<file path="src/rtl/assert_macros.svh">
// Assertion macros for the multicast group member table.
`ifndef ASSERT_MACROS_SVH
`define ASSERT_MACROS_SVH
`ifndef SYNTH
// Property that must hold at every clock edge outside reset.
`define GMT_ASSERT(lbl, prop) \
   lbl: assert property (@(posedge clock) disable iff (reset) (prop)) \
      else $error("assertion failed");
// Condition that implies another one on the next clock edge.
`define GMT_ASSERT_NEXT(lbl, cond, prop) \
   lbl: assert property (@(posedge clock) disable iff (reset) (cond) |=> (prop)) \
      else $error("assertion failed");
`else
`define GMT_ASSERT(lbl, prop)
`define GMT_ASSERT_NEXT(lbl, cond, prop)
`endif
`endif

</file>
<file path="src/rtl/gmt_pkg.sv">
// Shared types and constants of the multicast group member table.
`timescale 1ns / 1ps
package gmt_pkg;

   localparam logic [31:0] BROADCAST_ADDR = 32'hFFFF_FFFF;

   typedef enum logic [2:0] {
      OP_SET_ROLE  = 3'd0,
      OP_REMOVE    = 3'd1,
      OP_PACKET    = 3'd2,
      OP_ADAPT     = 3'd3,
      OP_TOUCH     = 3'd4,
      OP_SET_IVAL  = 3'd5,
      OP_QUERY     = 3'd6,
      OP_QUERY_ALT = 3'd7
   } op_type;

   typedef enum logic [1:0] {
      STAT_OK        = 2'd0,
      STAT_NOT_FOUND = 2'd1,
      STAT_FULL      = 2'd2,
      STAT_BROADCAST = 2'd3
   } status_type;

   typedef enum logic [2:0] {
      ST_IDLE, ST_FIND, ST_MOD, ST_SHIFT, ST_SCAN, ST_DONE
   } state_type;

   typedef struct packed {
      logic [31:0] group;
      logic [7:0]  role;
      logic [15:0] interval;
      logic [31:0] refreshed_at;
      logic [31:0] last_packet;
   } entry_type;

   typedef struct packed {
      logic [15:0] min_ival;
      logic [15:0] max_ival;
      logic [7:0]  src_code;
      logic [7:0]  fwd_code;
   } cfg_type;

   typedef struct packed {
      logic       we;
      logic       append;
      logic       remove;
      status_type status;
      logic       found;
      entry_type  ent;
   } alu_res_type;

endpackage

</file>
<file path="src/rtl/multicast_group_member_table.sv">
// Top level of the multicast group member table.
//
// Input items arrive on req_ (tvalid/tready/tdata); each names one operation
// on one group. Exactly one result item leaves on rsp_ for each input item.
// Configuration registers are written through csr_we/csr_index/csr_wdata
// by the user only while the block is idle; the block does not enforce this.
//
// Every item walks a sequencer around one entry memory: a search pass that
// reads one occupied entry per cycle, a read-modify-write state, a shift pass
// that moves one later entry per cycle on remove, then a role scan pass that
// reads one occupied entry per cycle. Each pass also waits for the registered
// read data and the end check.
//
// Reset empties the table and loads the register defaults; no clearing pass
// is needed. The result sits in an output register; while the receiver
// stalls, the next item is taken and worked up to the point of delivery.
`timescale 1ns / 1ps
module multicast_group_member_table #(
   parameter int TABLE_ENTRIES = 16
) (
   input  logic         clock,
   input  logic         reset,
   input  logic         req_tvalid,
   output logic         req_tready,
   // mode[2:0], group_addr[34:3], new_role[42:35], interval_value[58:43],
   // now_sec[90:59], zero fill
   input  logic [95:0]  req_tdata,
   output logic         rsp_tvalid,
   input  logic         rsp_tready,
   // status[1:0], found[2], entry_role[10:3], entry_interval[26:11],
   // entry_last_packet[58:27], any_source[59], any_receiver[60],
   // source_group[92:61], receiver_group[124:93], entry_count[129:125], zero fill
   output logic [135:0] rsp_tdata,
   input  logic         csr_we,
   input  logic [1:0]   csr_index,
   input  logic [15:0]  csr_wdata
);
   import gmt_pkg::*;

   localparam int AW = (TABLE_ENTRIES > 1) ? $clog2(TABLE_ENTRIES) : 1;
   localparam int CW = $clog2(TABLE_ENTRIES + 1);
   localparam logic [1:0] CSR_MIN = 2'd0;
   localparam logic [1:0] CSR_MAX = 2'd1;
   localparam logic [1:0] CSR_SRC = 2'd2;
   localparam logic [1:0] CSR_FWD = 2'd3;

   state_type   state_ff, state_in;
   cfg_type     cfg_ff;
   logic [CW-1:0] count_ff, count_in;

   // latched request
   op_type      op_ff;
   logic [31:0] grp_ff, now_ff;
   logic [7:0]  role_ff;
   logic [15:0] ival_ff;

   // scan engine
   logic [CW:0]   iss_ff, limit;
   logic          pipe_v_ff;
   logic [AW-1:0] pipe_idx_ff;
   logic          in_pass, issue, scan_done;

   // search and result registers
   logic          hit_ff;
   logic [AW-1:0] hit_idx_ff;
   entry_type     hit_ent_ff;
   alu_res_type   alu_res;
   status_type    res_status_ff;
   logic          res_found_ff;
   entry_type     res_ent_ff;
   logic          any_src_ff, any_rcv_ff;
   logic [31:0]   src_grp_ff, rcv_grp_ff;
   logic          rsp_valid_ff;

   // memory ports
   logic          mem_we, mem_re;
   logic [AW-1:0] mem_waddr, mem_raddr;
   entry_type     mem_wdata, mem_rdata;

   gmt_ram #(.DEPTH(TABLE_ENTRIES), .AW(AW)) u_ram (
      .clock (clock),
      .we    (mem_we),
      .waddr (mem_waddr),
      .wdata (mem_wdata),
      .re    (mem_re),
      .raddr (mem_raddr),
      .rdata (mem_rdata)
   );

   gmt_alu u_alu (
      .op       (op_ff),
      .hit      (hit_ff),
      .full     (count_ff == CW'(TABLE_ENTRIES)),
      .ent      (hit_ent_ff),
      .grp      (grp_ff),
      .new_role (role_ff),
      .ival     (ival_ff),
      .now      (now_ff),
      .cfg      (cfg_ff),
      .res      (alu_res)
   );

   // scan pass issue control; shift pass runs to the count before removal
   assign limit     = (state_ff == ST_SHIFT) ? ({1'b0, count_ff} + 1'b1) : {1'b0, count_ff};
   assign in_pass   = (state_ff == ST_FIND) || (state_ff == ST_SCAN) ||
                      (state_ff == ST_SHIFT);
   assign issue     = in_pass && (iss_ff < limit);
   assign scan_done = !issue && !pipe_v_ff;

   // next state
   always_comb begin
      state_in = state_ff;
      unique case (state_ff)
         ST_IDLE:  if (req_tvalid) state_in = ST_FIND;
         ST_FIND:  if (scan_done) state_in = ST_MOD;
         ST_MOD:   state_in = alu_res.remove ? ST_SHIFT : ST_SCAN;
         ST_SHIFT: if (scan_done) state_in = ST_SCAN;
         ST_SCAN:  if (scan_done) state_in = ST_DONE;
         ST_DONE:  if (!rsp_valid_ff || rsp_tready) state_in = ST_IDLE;
         default:  state_in = ST_IDLE;
      endcase
   end

   // memory control
   always_comb begin
      mem_re    = issue;
      mem_raddr = iss_ff[AW-1:0];
      mem_we    = 1'b0;
      mem_waddr = pipe_idx_ff - 1'b1;
      mem_wdata = mem_rdata;
      unique case (state_ff)
         ST_MOD: begin
            mem_we    = alu_res.we;
            mem_waddr = alu_res.append ? count_ff[AW-1:0] : hit_idx_ff;
            mem_wdata = alu_res.ent;
         end
         ST_SHIFT: mem_we = pipe_v_ff;
         ST_IDLE, ST_FIND, ST_SCAN, ST_DONE: begin
         end
         default: begin
         end
      endcase
   end

   // occupancy
   always_comb begin
      count_in = count_ff;
      if (state_ff == ST_MOD) begin
         if (alu_res.append) count_in = count_ff + 1'b1;
         else if (alu_res.remove) count_in = count_ff - 1'b1;
      end
   end

   // control registers
   always_ff @(posedge clock) begin
      if (reset) begin
         state_ff     <= ST_IDLE;
         count_ff     <= '0;
         pipe_v_ff    <= 1'b0;
         rsp_valid_ff <= 1'b0;
         cfg_ff       <= '{min_ival: 16'd1, max_ival: 16'd60, src_code: 8'd1, fwd_code: 8'd3};
      end else begin
         state_ff  <= state_in;
         count_ff  <= count_in;
         pipe_v_ff <= issue;
         if (state_ff == ST_DONE && (!rsp_valid_ff || rsp_tready)) begin
            rsp_valid_ff <= 1'b1;
         end else if (rsp_tready) begin
            rsp_valid_ff <= 1'b0;
         end
         if (csr_we) begin
            unique case (csr_index)
               CSR_MIN: cfg_ff.min_ival <= csr_wdata;
               CSR_MAX: cfg_ff.max_ival <= csr_wdata;
               CSR_SRC: cfg_ff.src_code <= csr_wdata[7:0];
               CSR_FWD: cfg_ff.fwd_code <= csr_wdata[7:0];
               default: begin
               end
            endcase
         end
      end
   end

   // request, scan and result payload
   always_ff @(posedge clock) begin
      pipe_idx_ff <= iss_ff[AW-1:0];
      if (issue) iss_ff <= iss_ff + 1'b1;
      unique case (state_ff)
         ST_IDLE: begin
            op_ff      <= op_type'(req_tdata[2:0]);
            grp_ff     <= req_tdata[34:3];
            role_ff    <= req_tdata[42:35];
            ival_ff    <= req_tdata[58:43];
            now_ff     <= req_tdata[90:59];
            iss_ff     <= '0;
            hit_ff     <= 1'b0;
            hit_idx_ff <= '0;
         end
         ST_FIND: begin
            // first entry that carries the group
            if (pipe_v_ff && !hit_ff && mem_rdata.group == grp_ff) begin
               hit_ff     <= 1'b1;
               hit_idx_ff <= pipe_idx_ff;
               hit_ent_ff <= mem_rdata;
            end
         end
         ST_MOD: begin
            res_status_ff <= alu_res.status;
            res_found_ff  <= alu_res.found;
            res_ent_ff    <= alu_res.ent;
            iss_ff        <= alu_res.remove ? ({1'b0, CW'(hit_idx_ff)} + 1'b1) : '0;
            any_src_ff    <= 1'b0;
            any_rcv_ff    <= 1'b0;
            src_grp_ff    <= '0;
            rcv_grp_ff    <= '0;
         end
         ST_SHIFT: begin
            if (scan_done) iss_ff <= '0;
         end
         ST_SCAN: begin
            // first source and first receiver in insertion order
            if (pipe_v_ff) begin
               if (!any_src_ff && mem_rdata.role == cfg_ff.src_code) begin
                  any_src_ff <= 1'b1;
                  src_grp_ff <= mem_rdata.group;
               end
               if (!any_rcv_ff && mem_rdata.role < cfg_ff.fwd_code &&
                   mem_rdata.role != cfg_ff.src_code) begin
                  any_rcv_ff <= 1'b1;
                  rcv_grp_ff <= mem_rdata.group;
               end
            end
         end
         ST_DONE: begin
            if (!rsp_valid_ff || rsp_tready) begin
               rsp_tdata <= {6'd0, 5'(count_ff), rcv_grp_ff, src_grp_ff, any_rcv_ff,
                             any_src_ff,
                             res_found_ff ? res_ent_ff.last_packet : 32'd0,
                             res_found_ff ? res_ent_ff.interval : 16'd0,
                             res_found_ff ? res_ent_ff.role : 8'd0,
                             res_found_ff, res_status_ff};
            end
         end
         default: begin
         end
      endcase
   end

   assign req_tready = (state_ff == ST_IDLE);
   assign rsp_tvalid = rsp_valid_ff;

`include "assert_macros.svh"

   `GMT_ASSERT(a_count_bound, count_ff <= CW'(TABLE_ENTRIES))
   `GMT_ASSERT(a_pipe_in_pass, !pipe_v_ff || in_pass)
   `GMT_ASSERT(a_hit_in_table, !(state_ff == ST_MOD && hit_ff) || ({1'b0, hit_idx_ff} < (AW+1)'(count_ff)))
   `GMT_ASSERT_NEXT(a_accept_starts, req_tvalid && req_tready, state_ff == ST_FIND)
endmodule

</file>
<file path="src/rtl/gmt_ram.sv">
// Entry memory: one write port, one registered read port.
`timescale 1ns / 1ps
module gmt_ram #(
   parameter int DEPTH = 16,
   parameter int AW    = 4
) (
   input  logic              clock,
   input  logic              we,
   input  logic [AW-1:0]     waddr,
   input  gmt_pkg::entry_type wdata,
   input  logic              re,
   input  logic [AW-1:0]     raddr,
   output gmt_pkg::entry_type rdata
);
   import gmt_pkg::*;

   entry_type mem [DEPTH];

   // write port
   always_ff @(posedge clock) begin
      if (we) begin
         mem[waddr] <= wdata;
      end
   end

   // read port, registered
   always_ff @(posedge clock) begin
      if (re) begin
         rdata <= mem[raddr];
      end
   end
endmodule

</file>
<file path="src/rtl/gmt_alu.sv">
// Per-operation update of the matched entry and result status.
`timescale 1ns / 1ps
module gmt_alu (
   input  gmt_pkg::op_type      op,
   input  logic                 hit,
   input  logic                 full,
   input  gmt_pkg::entry_type   ent,
   input  logic [31:0]          grp,
   input  logic [7:0]           new_role,
   input  logic [15:0]          ival,
   input  logic [31:0]          now,
   input  gmt_pkg::cfg_type     cfg,
   output gmt_pkg::alu_res_type res
);
   import gmt_pkg::*;

   logic [31:0] diff;
   logic [16:0] dbl;
   logic [15:0] adapt_ival;

   // adaptive interval
   always_comb begin
      diff = now - ent.refreshed_at;
      dbl  = {ent.interval, 1'b0};
      if (ent.refreshed_at == 32'd0) begin
         adapt_ival = cfg.min_ival;
      end else if ($signed(diff) < $signed({16'd0, cfg.min_ival})) begin
         adapt_ival = cfg.min_ival;
      end else if ($signed(diff) >= $signed({16'd0, ent.interval})) begin
         adapt_ival = (dbl > {1'b0, cfg.max_ival}) ? cfg.max_ival : dbl[15:0];
      end else begin
         adapt_ival = diff[15:0];
      end
   end

   always_comb begin
      res        = '0;
      res.ent    = ent;
      res.status = hit ? STAT_OK : STAT_NOT_FOUND;
      res.found  = hit;
      unique case (op)
         OP_SET_ROLE: begin
            if (hit) begin
               res.we       = 1'b1;
               res.ent.role = new_role;
            end else if (grp == BROADCAST_ADDR) begin
               res.status = STAT_BROADCAST;
            end else if (full) begin
               res.status = STAT_FULL;
            end else begin
               res.status  = STAT_OK;
               res.found   = 1'b1;
               res.we      = 1'b1;
               res.append  = 1'b1;
               res.ent     = '{group: grp, role: new_role, interval: cfg.min_ival,
                               refreshed_at: 32'd0, last_packet: 32'd0};
            end
         end
         OP_REMOVE: begin
            res.remove = hit;
            res.found  = 1'b0;
         end
         OP_PACKET: begin
            res.we              = hit;
            res.ent.last_packet = now;
         end
         OP_ADAPT: begin
            res.we               = hit;
            res.ent.interval     = adapt_ival;
            res.ent.refreshed_at = now;
         end
         OP_TOUCH: begin
            res.we               = hit;
            res.ent.refreshed_at = now;
         end
         OP_SET_IVAL: begin
            res.we           = hit;
            res.ent.interval = ival;
         end
         OP_QUERY, OP_QUERY_ALT: begin
         end
         default: begin
         end
      endcase
   end
endmodule

</file>
<file path="config.mk">
export PLATFORM = sky130hd
export DESIGN_NAME = multicast_group_member_table
export DESIGN_NICKNAME = d
export VERILOG_FILES = /design/src/rtl/gmt_pkg.sv /design/src/rtl/multicast_group_member_table.sv /design/src/rtl/gmt_ram.sv /design/src/rtl/gmt_alu.sv
export VERILOG_INCLUDE_DIRS = /design/src /design/src/rtl
export SDC_FILE = /design/constraint.sdc
export NUM_CORES = 2
export LEC_CHECK = 0
export ABC_AREA = 1
export BUFFER_PORTS_ARGS = -buffer_cell sky130_fd_sc_hd__buf_2
export CORE_UTILIZATION = 25
export DETAILED_ROUTE_END_ITERATION = 6
export PLACE_DENSITY_LB_ADDON = 0.2
export RECOVER_POWER = 100
export SLEW_MARGIN = 20
export SYNTH_ARGS = -nofsm -noshare
export SYNTH_HDL_FRONTEND = slang
export SYNTH_HIERARCHICAL = 1
export SYNTH_SLANG_ARGS = --single-unit
</file>
<file path="constraint.sdc">
create_clock -name clock -period 11.4 [get_ports clock]
set_input_delay 0 -clock clock [delete_from_list [all_inputs] [get_ports clock]]
set_output_delay 0 -clock clock [all_outputs]
set_load 0.02 [all_outputs]
</file>
==> flow_summary.toml <==
[place]
routabilityCongestion = 0.8496
numPortBuffers = 245
place_hpwl_um = 200100
place_ws_ns = 5.071

[timing]
fmax_ghz = 0.1127
tns_ns = 0
slew_viol_final = 1537
finClkSkew_ns = 0.09293
period_minus_slack_ns = 8.875
max_slew_margin_pct = -157.5
rsz0062_at_grt = "no"
tightest_slew_ns = 3.862
setup_violations = 0
fin_ws_ns = 2.525
finalCritPeriodShare_pct = 77.85
hold_viol_final = 0

[clocking]
h-tree-depth = 5
cts_tree = "yes"
clock_latency_ns = 0.94
ctsResizeCount = 0
clock-sinks = 2579
cts_buffer_depth = 4
numCtsBuffers = 300
clk_root_buffer_cell = "clkbuf_16"
path_clk_slew_ns = 0.06

[die]
boundaryPins = 257
die_w_um = 672.6
start_util_pct = 25.18
dieArea_um2 = 452400
core-area_um2 = 446600
rows = 245
die_h_um = 672.6

[yosys]
syn_avg_cell_area_um2 = 10.51
synth-seq-area-share_pct = 68.27
ys_seq_elements = 2579
syn-cell-area_um2 = 112400
synth_edf_count = 2511
synth_cells = 10698
synth.largest_area_cell = "edfxtp_1"
synth_area_leaders = "edfxtp_1, nand2_1, nand3_1"
ys_types = 54
yosys_warnings = 6
synthArstFlopShare_pct = 0
ys.flop_type = "edfxtp_1"
netlist.area_leader.share_pct = 67.06

[drt]
route.detailed.drc = 0
drt-initial-drc-count = 6009
viasPerCell = 4.305
wire_per_inst_um = 20.85
dr_total_vias = 74536
drt-total-wl_um = 361000
final_antenna_net_count = 0
firstDrtPassIters = 6

[worst_setup_path]
crit_chain = "nor2_1 -> inv_1 -> clkbuf_1 -> nor2_1 -> inv_1 -> nor2_4 -> buf_4 -> o211ai_1 -> o21ai_0 -> inv_1 -> nand2_1 -> nor2_4 -> clkbuf_1 -> buf_4"
setup.worst_path.start_class = "register"
crit_path_start = "op_ff[0]$_DFFE_PP_"
reg2reg_from = "op_ff[0]$_DFFE_PP_"
worstSetupEndpoint = "u_ram/mem[10][31]$_DFFE_PP_"
cpMaxStageDelayCell = "clkbuf_1"
reg2reg_depth = 14
crit_family = "buffers and inverters"
ff2ff_setup_slack_ns = 2.52
crit_top_cell = "inv_1"
worstSetupPathType = "register to register"
crit_arrival_ns = 9.36
worstReg2RegEnd = "u_ram/mem[10][31]$_DFFE_PP_"
max_stage_delay_ns = 2.46
worst-path-stages = 14
endpoint_kind = "register"
cp.required_ns = 11.89
crit_buf_inv = 7
path_max_fanout = 57

[cells_and_area]
area_growth_pct = 16.57
fin_nets = 11369
layout-drive-gt1-share_pct = 5.748

[global_route]
grt_pass1_vias = 70745
grt_max_degree = 182
antenna_found_initial = 27
grt_overflow_total = 0
track_usage_pct = 15.52
grt_pass1_wl_um = 519600

[run_status]
violations = "capacitance limit, slew limit"
status = "finished, violations left"

[min_path]
hold_class = "input pin to register"
hp-start = "csr_wdata[9]"

[power]
ir_drop_v = 0.0001410
p_per_area_nw_per_um2 = 199.6
power_mw = 26.16
leakage_nw = 52.79

[run]
cap_violations = 49
==> routing by layer <==
metal	vias up	wire length, µm	global-route usage [%]
met5	-	7	0
li1	35867	-	-
met1	36492	170800	22.34
met2	1737	166400	25.18
met4	2	6813	3.153
met3	438	17000	1.749
==> layout by cell type, fill, tap and decap left out, types with 17 or more instances in the layout <==
cell           netlist  layout
nand2_1           3291    3294
edfxtp_1          2511    2511
inv_1             1850    1851
nand3_1           1546    1548
clkbuf_1           115     340
clkbuf_16            0     305
dlygate4sd3_1        0     228
nor2_1             224     215
o21ai_0            186     187
ha_1                97      97
a21oi_1             85      91
buf_4               33      75
dfxtp_1             68      67
clkinv_1             3      65
buf_2              275      56
o22ai_1             34      34
nand4_1             32      32
clkinv_2             0      31
xor2_1              30      30
mux2_2              40      28
nor4_1              22      22
nand2_2             20      19
nor3_1              18      17
==> timing repair <==
action | 4_1_cts | 5_1_grt
hold buffers | 228 | 0
endpoints found under the hold margin | 191 | 0
buffers inserted | 0 | 0
setup endpoints to repair | 0 | 0
==> logic make-up (layout without fill, tap and decap cells) <==
| family | Yosys count | in the layout | synth area share (%) |
|---|---|---|---|
| flops | 2579 | 2579 | 68.27 |
| other cells | 1 | 15 | 0.003335 |
| compound gates | 359 | 359 | 1.787 |
| buf+inv | 2361 | 3035 | 8.500 |
| fa+ha+maj | 99 | 99 | 1.115 |
| mux | 40 | 40 | 0.4006 |
| simple gates | 5213 | 5213 | 19.56 |
| xor+xnor | 46 | 46 | 0.3583 |
==> flip-flops by register name (all words and copies together) (netlist names), 5 cells and up <==
register,count
hit_ent_ff,120
ival_ff,16
res_ent_ff,56
cfg_ff,48
rsp_tdata,130
u_ram/mem,1920
iss_ff,6
now_ff,32
src_grp_ff,32
role_ff,8
grp_ff,32
rcv_grp_ff,32
count_ff,5
u_ram/rdata,120
==> worst min-delay path by stage <==
stage                     slack [ns]                 endpoint  cells past startpoint
final                           0.06  cfg_ff[41]$_SDFFE_PP0P_                      4
after floorplan                 0.07  rsp_tvalid$_SDFFE_PP0P_                      1
after CTS                      0.001  cfg_ff[41]$_SDFFE_PP0P_                      4
after global placement          0.18    ival_ff[14]$_DFFE_PP_                      1
after global routing            0.04  cfg_ff[41]$_SDFFE_PP0P_                      4
after detailed placement        0.18    ival_ff[14]$_DFFE_PP_                      1
==> worst register-to-register path: cells and delay by family (launching register included) <==
family                 cells  cell delay, ns
buffers and inverters      7            6.08
and+or+nand+nor            5            0.97
DFF                        1            0.74
AOI/OAI and AO/OA          2            0.60
==> cell type report <==
type | count | area (µm²)
Inverter | 1871 | 7066
Timing Repair Buffer | 636 | 4436
Clock buffer | 390 | 7971
Multi-Input combinational cell | 5763 | 26180
Fill cell | 46280 | 315600
Tap cell | 5928 | 7417
Antenna cell | 9 | 22.52
Clock inverter | 138 | 1212
Sequential cell | 2579 | 76770
==> synthesized netlist by cell type (3+ instances only) <==
| cell type | n |
|---|---|
| a211oi_1 | 3 |
| a21o_1 | 3 |
| a21oi_1 | 85 |
| a21oi_2 | 10 |
| a221oi_1 | 15 |
| and2_1 | 4 |
| buf_1 | 37 |
| buf_2 | 275 |
| buf_4 | 33 |
| buf_6 | 29 |
| clkbuf_1 | 115 |
| clkinv_1 | 3 |
| dfxtp_1 | 68 |
| edfxtp_1 | 2511 |
| ha_1 | 97 |
| inv_1 | 1850 |
| inv_2 | 18 |
| mux2_2 | 40 |
| nand2_1 | 3291 |
| nand2_2 | 20 |
| nand2_4 | 8 |
| nand3_1 | 1546 |
| nand3_2 | 10 |
| nand3b_1 | 5 |
| nand4_1 | 32 |
| nor2_1 | 224 |
| nor2_2 | 10 |
| nor2_4 | 5 |
| nor3_1 | 18 |
| nor3b_1 | 4 |
| nor4_1 | 22 |
| o2111ai_1 | 3 |
| o211ai_1 | 5 |
| o21ai_0 | 186 |
| o21bai_1 | 4 |
| o22ai_1 | 34 |
| or2_2 | 8 |
| xnor2_1 | 16 |
| xor2_1 | 30 |
==> power by group <==
group	switching [mW]	internal, mW
registers	0.312	11.6
logic	3.86	1.20
clock network	3.99	5.22
==> metrics by stage <==
step                      utilization (%)  hold slack, ns  cells  instance area, µm²
final                               29.35         0.06213  17314              131100
after global routing                29.34         0.04331  17308              131100
after CTS                           29.49        0.001107  17305              131700
after detailed placement            26.92          0.1786  16549              120300
after global placement              26.92          0.1781  16549              120300
after floorplan                         -         0.06907  10703              112500
No activity file was read; power rests on OpenSTA's default activity.
